### src/hdl/mrp_pkg.sv
// Package: constants, witness tables and helpers for the Miller-Rabin tester.
`default_nettype none
package mrp_pkg;
    localparam int NUM_BITS_DEF = 32;
    localparam logic [31:0] LIMIT_A = 32'd1373653;
    localparam logic [31:0] LIMIT_B = 32'd9080191;
    localparam logic [31:0] LIMIT_C = 32'd25326001;

    typedef enum logic [1:0] {
        SET_A = 2'd0,
        SET_B = 2'd1,
        SET_C = 2'd2,
        SET_D = 2'd3
    } t_wset;

    function automatic t_wset pick_set(input logic [31:0] n);
        t_wset s;
        if (n < LIMIT_A) s = SET_A;
        else if (n < LIMIT_B) s = SET_B;
        else if (n < LIMIT_C) s = SET_C;
        else s = SET_D;
        return s;
    endfunction

    function automatic logic [2:0] wit_cnt(input t_wset s);
        logic [2:0] c;
        case (s)
            SET_A:   c = 3'd2;
            SET_B:   c = 3'd2;
            SET_C:   c = 3'd3;
            default: c = 3'd4;
        endcase
        return c;
    endfunction

    function automatic logic [31:0] wit_val(input t_wset s, input logic [1:0] k);
        logic [31:0] w;
        w = 32'd2;
        case (s)
            SET_A: w = (k == 2'd0) ? 32'd2 : 32'd3;
            SET_B: w = (k == 2'd0) ? 32'd31 : 32'd73;
            SET_C: begin
                case (k)
                    2'd0:    w = 32'd2;
                    2'd1:    w = 32'd3;
                    default: w = 32'd5;
                endcase
            end
            default: begin
                case (k)
                    2'd0:    w = 32'd2;
                    2'd1:    w = 32'd13;
                    2'd2:    w = 32'd23;
                    default: w = 32'd1662803;
                endcase
            end
        endcase
        return w;
    endfunction
endpackage
`default_nettype wire

### src/hdl/mrp_if.sv
// Interfaces: candidate request channel and result channel.
`default_nettype none
interface mrp_cand_if;
    logic        valid;
    logic        ready;
    logic [31:0] candidate;
    modport source (output valid, output candidate, input ready);
    modport sink   (input valid, input candidate, output ready);
endinterface

interface mrp_res_if;
    logic valid;
    logic ready;
    logic is_prime;
    modport source (output valid, output is_prime, input ready);
    modport sink   (input valid, input is_prime, output ready);
endinterface
`default_nettype wire

### src/hdl/mrp_modmul.sv
// Bit-serial interleaved modular multiplier: x*y mod n, one bit of x per cycle.
`default_nettype none
module mrp_modmul #(
    parameter int NUM_BITS = mrp_pkg::NUM_BITS_DEF
) (
    input  wire logic                i_clk,
    input  wire logic                i_rst_n,
    input  wire logic                i_start,
    input  wire logic [NUM_BITS-1:0] i_x,
    input  wire logic [NUM_BITS-1:0] i_y,
    input  wire logic [NUM_BITS-1:0] i_n,
    output logic                     o_done,
    output logic [NUM_BITS-1:0]      o_res
);
    import mrp_pkg::*;
    localparam int CW = $clog2(NUM_BITS + 1);

    logic                r_busy, r_done;
    logic [CW-1:0]       r_cnt;
    logic [NUM_BITS-1:0] r_xs, r_y, r_n, r_acc;
    logic [NUM_BITS+1:0] t0, t1, t2, nx;

    // y < n holds (or y == 1), so 2r+y < 3n: two conditional subtracts
    always_comb begin
        nx = {2'b00, r_n};
        t0 = {1'b0, r_acc, 1'b0} + (r_xs[NUM_BITS-1] ? {2'b00, r_y} : '0);
        t1 = (t0 >= nx) ? t0 - nx : t0;
        t2 = (t1 >= nx) ? t1 - nx : t1;
    end

    always_ff @(posedge i_clk) begin
        if (!i_rst_n) begin
            r_busy <= 1'b0;
            r_done <= 1'b0;
            r_cnt  <= '0;
        end else begin
            r_done <= 1'b0;
            if (i_start) begin
                r_busy <= 1'b1;
                r_cnt  <= CW'(NUM_BITS);
            end else if (r_busy) begin
                r_cnt <= r_cnt - 1'b1;
                if (r_cnt == CW'(1)) begin
                    r_busy <= 1'b0;
                    r_done <= 1'b1;
                end
            end
        end
    end

    always_ff @(posedge i_clk) begin
        if (i_start) begin
            r_xs  <= i_x;
            r_y   <= i_y;
            r_n   <= i_n;
            r_acc <= '0;
        end else if (r_busy) begin
            r_xs  <= {r_xs[NUM_BITS-2:0], 1'b0};
            r_acc <= t2[NUM_BITS-1:0];
        end
    end

    assign o_done = r_done;
    assign o_res  = r_acc;

    a_acc_below_n: assert property (@(posedge i_clk) disable iff (!i_rst_n)
        r_busy |-> r_acc < r_n) else $error("accumulator not reduced");
    a_no_restart: assert property (@(posedge i_clk) disable iff (!i_rst_n)
        i_start |-> !r_busy) else $error("start while busy");
    a_done_pulse: assert property (@(posedge i_clk) disable iff (!i_rst_n)
        r_done |=> !r_done) else $error("done longer than one cycle");
endmodule
`default_nettype wire

### src/hdl/miller_rabin_prime_test_32.sv
// Top level: deterministic Miller-Rabin primality tester for 32-bit candidates.
//
//  channel  | dir | payload         | handshake
//  i_cand   | in  | candidate [31:0]| valid/ready
//  o_res    | out | is_prime        | valid/ready
//
// One candidate at a time. Each modular multiply runs in the bit-serial
// multiplier; a witness costs up to 2*NUM_BITS multiplies plus one reduction,
// and an odd candidate is tested against up to four witnesses. Trivial
// candidates (below 2, 2 itself, even) skip the multiplier.
// Synchronous active-low reset; a held result blocks the next request.
`default_nettype none
module miller_rabin_prime_test_32 #(
    parameter int NUM_BITS = mrp_pkg::NUM_BITS_DEF
) (
    input  wire logic i_clk,
    input  wire logic i_rst_n,
    mrp_cand_if.sink  i_cand,
    mrp_res_if.source o_res
);
    import mrp_pkg::*;
    localparam int CW = $clog2(NUM_BITS + 1);

    typedef enum logic [4:0] {
        S_IDLE = 5'b00001,
        S_RED  = 5'b00010,
        S_SQ   = 5'b00100,
        S_MUL  = 5'b01000,
        S_OUT  = 5'b10000
    } t_state;

    t_state              r_state, n_state;
    logic [NUM_BITS-1:0] r_n, r_a, r_x, r_e, n_n, n_a, n_x, n_e;
    logic [CW-1:0]       r_cnt, n_cnt;
    logic                r_dd, n_dd, r_res, n_res, r_ov, n_ov;
    t_wset               r_set, n_set;
    logic [1:0]          r_k, n_k;

    logic                mm_start, mm_done;
    logic [NUM_BITS-1:0] mm_x, mm_y, mm_n, mm_res, nm1;
    logic [31:0]         cand;

    mrp_modmul #(.NUM_BITS(NUM_BITS)) u_mul (
        .i_clk(i_clk), .i_rst_n(i_rst_n), .i_start(mm_start),
        .i_x(mm_x), .i_y(mm_y), .i_n(mm_n), .o_done(mm_done), .o_res(mm_res)
    );

    // the result register is held until taken, so no new request meanwhile
    assign i_cand.ready = (r_state == S_IDLE) && !r_ov;
    assign o_res.valid  = r_ov;
    assign o_res.is_prime = r_res;
    assign nm1 = r_n - 1'b1;

    always_comb begin
        logic [NUM_BITS-1:0] xv;
        logic [NUM_BITS-1:0] e_nx;
        logic [CW-1:0]       c_nx;
        logic                pass, post;
        n_state = r_state; n_n = r_n; n_a = r_a; n_x = r_x; n_e = r_e;
        n_cnt = r_cnt; n_dd = r_dd; n_res = r_res; n_ov = r_ov;
        n_set = r_set; n_k = r_k;
        mm_start = 1'b0; mm_x = r_x; mm_y = r_x; mm_n = r_n;
        cand = '0; xv = mm_res; e_nx = '0; c_nx = '0; pass = 1'b0; post = 1'b0;
        if (r_ov && o_res.ready) n_ov = 1'b0;
        case (r_state)
            S_IDLE: begin
                if (i_cand.valid && !r_ov) begin
                    n_n  = i_cand.candidate[NUM_BITS-1:0];
                    cand = 32'(n_n);
                    n_set = pick_set(cand);
                    n_k  = 2'd0;
                    if (cand < 32'd2 || cand == 32'd2 || !cand[0]) begin
                        n_res   = (cand == 32'd2);
                        n_state = S_OUT;
                    end else begin
                        // witness mod n via witness*1 mod n
                        mm_start = 1'b1;
                        mm_x = NUM_BITS'(wit_val(n_set, 2'd0));
                        mm_y = NUM_BITS'(1);
                        mm_n = n_n;
                        n_state = S_RED;
                    end
                end
            end
            S_RED: begin
                if (mm_done) begin
                    if (mm_res == '0) begin
                        pass = 1'b1;
                    end else begin
                        n_a = mm_res; n_x = NUM_BITS'(1); n_e = nm1;
                        n_cnt = CW'(NUM_BITS); n_dd = 1'b0;
                        mm_start = 1'b1; mm_x = NUM_BITS'(1); mm_y = NUM_BITS'(1);
                        n_state = S_SQ;
                    end
                end
            end
            S_SQ: begin
                if (mm_done) begin
                    n_x = mm_res;
                    if (r_e[NUM_BITS-1]) begin
                        mm_start = 1'b1; mm_x = mm_res; mm_y = r_a;
                        n_state = S_MUL;
                    end else begin
                        post = 1'b1;
                    end
                end
            end
            S_MUL: begin
                if (mm_done) begin
                    n_x  = mm_res;
                    post = 1'b1;
                end
            end
            S_OUT: begin
                if (!r_ov || o_res.ready) begin
                    n_ov = 1'b1;
                    n_state = S_IDLE;
                end
            end
            default: n_state = S_IDLE;
        endcase

        // end of one exponent bit: check for 1 / n-1 around the point a^d
        if (post) begin
            e_nx  = {r_e[NUM_BITS-2:0], 1'b0};
            c_nx  = r_cnt - 1'b1;
            n_e   = e_nx;
            n_cnt = c_nx;
            if (!r_dd) begin
                if (e_nx == '0) begin
                    n_dd = 1'b1;
                    pass = (xv == NUM_BITS'(1)) || (xv == nm1);
                end
            end else begin
                pass = (c_nx != '0) && (xv == nm1);
            end
            if (!pass) begin
                if (c_nx == '0) begin
                    n_res = 1'b0; n_state = S_OUT;
                end else begin
                    mm_start = 1'b1; mm_x = xv; mm_y = xv;
                    n_state = S_SQ;
                end
            end
        end

        if (pass) begin
            if ({1'b0, r_k} + 3'd1 == wit_cnt(r_set)) begin
                n_res = 1'b1; n_state = S_OUT;
            end else begin
                n_k = r_k + 2'd1;
                mm_start = 1'b1;
                mm_x = NUM_BITS'(wit_val(r_set, n_k));
                mm_y = NUM_BITS'(1);
                n_state = S_RED;
            end
        end
    end

    always_ff @(posedge i_clk) begin
        if (!i_rst_n) begin
            r_state <= S_IDLE;
            r_ov    <= 1'b0;
        end else begin
            r_state <= n_state;
            r_ov    <= n_ov;
        end
    end

    always_ff @(posedge i_clk) begin
        r_n <= n_n; r_a <= n_a; r_x <= n_x; r_e <= n_e; r_cnt <= n_cnt;
        r_dd <= n_dd; r_res <= n_res; r_set <= n_set; r_k <= n_k;
    end

    a_accept_leaves_idle: assert property (@(posedge i_clk) disable iff (!i_rst_n)
        (i_cand.valid && i_cand.ready) |=> r_state != S_IDLE)
        else $error("request accepted without starting");
    a_x_reduced: assert property (@(posedge i_clk) disable iff (!i_rst_n)
        (r_state == S_SQ || r_state == S_MUL) |-> r_x < r_n)
        else $error("working value not reduced");
    a_done_in_work: assert property (@(posedge i_clk) disable iff (!i_rst_n)
        mm_done |-> (r_state == S_RED || r_state == S_SQ || r_state == S_MUL))
        else $error("multiplier finished outside a work state");
endmodule
`default_nettype wire

### src/flat_wrapper.sv
// flat-port wrapper written by rule: the top's interface ports become plain ports
module miller_rabin_prime_test_32_flat import mrp_pkg::*;
#(
    parameter int NUM_BITS = mrp_pkg::NUM_BITS_DEF
)
  (i_clk, i_rst_n, i_cand_valid, i_cand_candidate, i_cand_ready, o_res_valid, o_res_is_prime, o_res_ready);
  mrp_cand_if i_cand_i ();
  mrp_res_if o_res_i ();
  input  wire logic i_clk;
  input  wire logic i_rst_n;
  input wire logic [$bits(i_cand_i.valid)-1:0] i_cand_valid;
  input wire logic [$bits(i_cand_i.candidate)-1:0] i_cand_candidate;
  output wire logic [$bits(i_cand_i.ready)-1:0] i_cand_ready;
  output wire logic [$bits(o_res_i.valid)-1:0] o_res_valid;
  output wire logic [$bits(o_res_i.is_prime)-1:0] o_res_is_prime;
  input wire logic [$bits(o_res_i.ready)-1:0] o_res_ready;
  assign i_cand_i.valid = i_cand_valid;
  assign i_cand_i.candidate = i_cand_candidate;
  assign i_cand_ready = i_cand_i.ready;
  assign o_res_valid = o_res_i.valid;
  assign o_res_is_prime = o_res_i.is_prime;
  assign o_res_i.ready = o_res_ready;
  miller_rabin_prime_test_32 #(.NUM_BITS(NUM_BITS)) u_core (.i_clk(i_clk), .i_rst_n(i_rst_n), .i_cand(i_cand_i), .o_res(o_res_i));
endmodule
### config.mk
export PLATFORM = sky130hd
export DESIGN_NAME = miller_rabin_prime_test_32_flat
export DESIGN_NICKNAME = d
export VERILOG_FILES = /design/src/hdl/mrp_pkg.sv /design/src/hdl/mrp_if.sv /design/src/hdl/mrp_modmul.sv /design/src/hdl/miller_rabin_prime_test_32.sv /design/src/flat_wrapper.sv
export SDC_FILE = /design/constraint.sdc
export NUM_CORES = 1
export LEC_CHECK = 0
export BUFFER_PORTS_ARGS = -buffer_cell sky130_fd_sc_hd__buf_2
export CAP_MARGIN = 20
export CORE_MARGIN = 5
export CORE_UTILIZATION = 42
export CTS_BUF_LIST = sky130_fd_sc_hd__clkbuf_8
export DETAILED_ROUTE_END_ITERATION = 8
export PLACE_DENSITY_LB_ADDON = 0.25
export SLEW_MARGIN = 20
export SYNTH_ARGS = -nofsm -noshare
export SYNTH_HDL_FRONTEND = slang
export SYNTH_SLANG_ARGS = --single-unit
### constraint.sdc
create_clock -name i_clk -period 16.05 [get_ports i_clk]
set_input_delay 2.4075 -clock i_clk [delete_from_list [all_inputs] [get_ports i_clk]]
set_output_delay 2.4075 -clock i_clk [all_outputs]
set_load 0.01 [all_outputs]
==> results.toml <==
[outcome]
status = "completed"

[clocking]
cts_setup_buffers = 0
htree_num_levels = 2
cts_buffers = 50
clk_path_buf_depth = 3
path_clk_slew_ps = 60
cts_resized = 0
insertion_delay_ps = 650
cts-hold-fix-buffers = 0
clock_sinks = 282
cts-root-buf = "clkbuf_8"
cts_tree = "yes"

[cells_and_area]
areaGrowthSynthToFinish_pct = 8.90
fillers = 4720
drive_above_1_share = 0.108
final_nets = 2375
utilization = 0.459

[yosys]
synth_edf_count = 231
synthFlopType = "edfxtp_1"
yosys_warnings = 0
synth.top_cell.area_share = 0.338
synth_top_area_cell = "edfxtp_1"
syn_nets = 2366
async_flop_share = 0
ys_ff_latch = 282
syn_area_um2 = 20500
synth.distinct_cells = 86
synth_area_leaders = "edfxtp_1 (34%), ha_1 (6.4%), dfxtp_1 (5.0%)"
yosys-top-cells-count = "edfxtp_1 (231), o21ai_0 (155), nand2_1 (153), nor2_1 (138), a21oi_1 (129)"
ys_seq_area_frac = 0.388
synth.most_common_cell = "edfxtp_1"
syn_inst = 2222
syn_avg_cell_area_um2 = 9.23

[timing]
fin_tns_setup_ps = 0
slew_headroom = 0.236
maxSlewViolCount = 0
fmax_mhz = 94.8
tightest_slew_ps = 1150
rsz0062_at_grt = "no"
fin_crit_ps = 10550
setup_viol = 0
finClkSkew_ps = 40.6
hold_viol = 0
post-route-period-util = 0.657

[route]
vias_per_cell = 6.41
drc_errors = 0
wl_mm = 73.5
avgRoutedWirePerCell_um = 25.4
drtAntennaViolNets = 0
first_pass_iters = 6
drt_iter0_markers = 1926
num_vias = 18567

[floorplanning]
die-area_um2 = 53300
rows = 81
core_um2 = 48600
fp.dieW_um = 231
die_h_um = 231
io_pins = 39
start_util = 0.422

[critical_path]
worst_ep_arrival_time_ps = 11080
path_max_fanout = 32
slowest_delay_ps = 910
path_common_cell = "a21oi_1"
path_class = "register to register"
slowest_stage = "o211a_1"
start_kind = "register"
end_kind = "register"
cp.required_ps = 16580

[place]
gp_congestion = 0.950
dpl.hpwl_mm = 51.9
port_buffers = 38

[global_routing]
grt_pass1_wl_mm = 109
grt_antenna_before_repair = 2
grt_overflow = 0
grt_max_degree = 73
grtUsageTotal = 0.264
grt_pass1_vias = 17427

[power]
cellPowerDensity_nw_per_um2 = 228
peakVddDrop_uv = 129
p_leak_uw = 0.00812

[flow_run]
cap_violations = 0

[hold_path]
hold_class = "register to register"
[flip-flops by register name, indices dropped and copies added (netlist names)]
| signal | cells |
|---|---|
| u_core.o_res.valid | 1 |
| u_core.u_mul.o_res | 32 |
| u_core.r_x | 32 |
| u_core.u_mul.r_busy | 1 |
| u_core.u_mul.r_y | 32 |
| u_core.r_a | 32 |
| u_core.u_mul.o_done | 1 |
| u_core.r_e | 32 |
| u_core.r_k | 2 |
| u_core.r_cnt | 6 |
| u_core.o_res.is_prime | 1 |
| u_core.r_n | 32 |
| u_core.r_dd | 1 |
| u_core.r_set | 2 |
| u_core.u_mul.r_cnt | 6 |
| u_core.u_mul.r_xs | 32 |
| u_core.r_state | 5 |
| u_core.u_mul.r_n | 32 |
[area by class of cell]
| cell class | instances | area (um^2) | area share |
|---|---|---|---|
| diodes | 1 | 2.50 | 0.000112 |
| multi-input cells | 1696 | 11700 | 0.522 |
| flip-flops and latches | 282 | 7960 | 0.356 |
| inverters | 118 | 444 | 0.0199 |
| clock inverters | 42 | 253 | 0.0113 |
| clock buffers | 51 | 702 | 0.0314 |
| well taps | 622 | 778 | 0.0348 |
| repair buffers | 83 | 528 | 0.0236 |
[where the power goes]
part	leakage, uW	switching, uW	internal [uW]
logic	0.00508	2110	1320
clock network	0.000549	328	333
registers	0.00249	131	888
[layout by cell type (no fill, tap or decap), drive strengths merged, types with 40 or more instances in the layout]
cell | Yosys | routed
o21ai | 156 | 156
xnor2 | 82 | 82
a21oi | 129 | 129
nor2 | 138 | 138
a211oi | 76 | 76
nor3 | 81 | 81
nor4 | 71 | 71
o211ai | 40 | 40
mux2 | 53 | 53
edfxtp | 231 | 231
clkbuf | 109 | 51
nand2 | 153 | 153
buf | 17 | 83
ha | 105 | 105
a221oi | 49 | 49
nand3 | 61 | 61
dfxtp | 51 | 51
inv | 117 | 132
[routing by layer]
metal,routed length [um],GRT usage,share of wire,vias up
li1,-,-,-,8544
met1,31300,0.360,0.43,9022
met4,3690,0.124,0.050,0
met2,33100,0.416,0.45,846
met3,5410,0.0358,0.074,155
met5,0,0,0,-
[path summary, 6_finish.rpt]
path                                       startpoint                     end  slack [ps]  depth (start not counted)
worst max-delay path            u_core.u_mul.r_xs[31]  u_core.u_mul.o_res[31]        5500                         33
worst min-delay path                    u_core.r_e[0]           u_core.r_e[0]         510                          2
worst max register to register  u_core.u_mul.r_xs[31]  u_core.u_mul.o_res[31]        5500                         33
worst min register to register          u_core.r_e[0]           u_core.r_e[0]         510                          2
[cell families (layout without fill, tap and decap cells)]
| kind of cell | after synthesis | count (layout) | share of synthesized area |
|---|---|---|---|
| AO/OA/AOI/OAI | 678 | 678 | 0.224 |
| buffers and inverters | 244 | 294 | 0.0458 |
| other | 0 | 1 | 0 |
| flip-flops | 282 | 282 | 0.388 |
| XOR/XNOR | 126 | 126 | 0.0578 |
| AND/OR/NAND/NOR | 719 | 719 | 0.183 |
| multiplexers | 65 | 65 | 0.0350 |
| adder cells (fa/ha/maj) | 108 | 108 | 0.0670 |
[per-stage QoR]
stage / hold slack (ps) / setup WS [ps] / instance area [um^2] / total power (uW) / std cells
after floorplan: 429 / 8100 / 20500 / 3410 / 2222
after global placement: 487 / 5930 / 21400 / 4350 / 2801
after detailed placement: 510 / 5830 / 21400 / 4360 / 2801
after CTS: 520 / 5730 / 22300 / 5040 / 2894
after global routing: 557 / 4950 / 22300 / 5420 / 2894
final: 514 / 5500 / 22300 / 5100 / 2895
[worst max-delay path, delay by kind of cell, from the launching register on]
family          cells  cell delay (ps)
compound gates     17             5420
simple gates        7             1700
fa+ha+maj           4             1070
flops               1              740
buf+inv             3              640
xor+xnor            1              400
mux                 1              400
(Power assumes the default switching activity.)
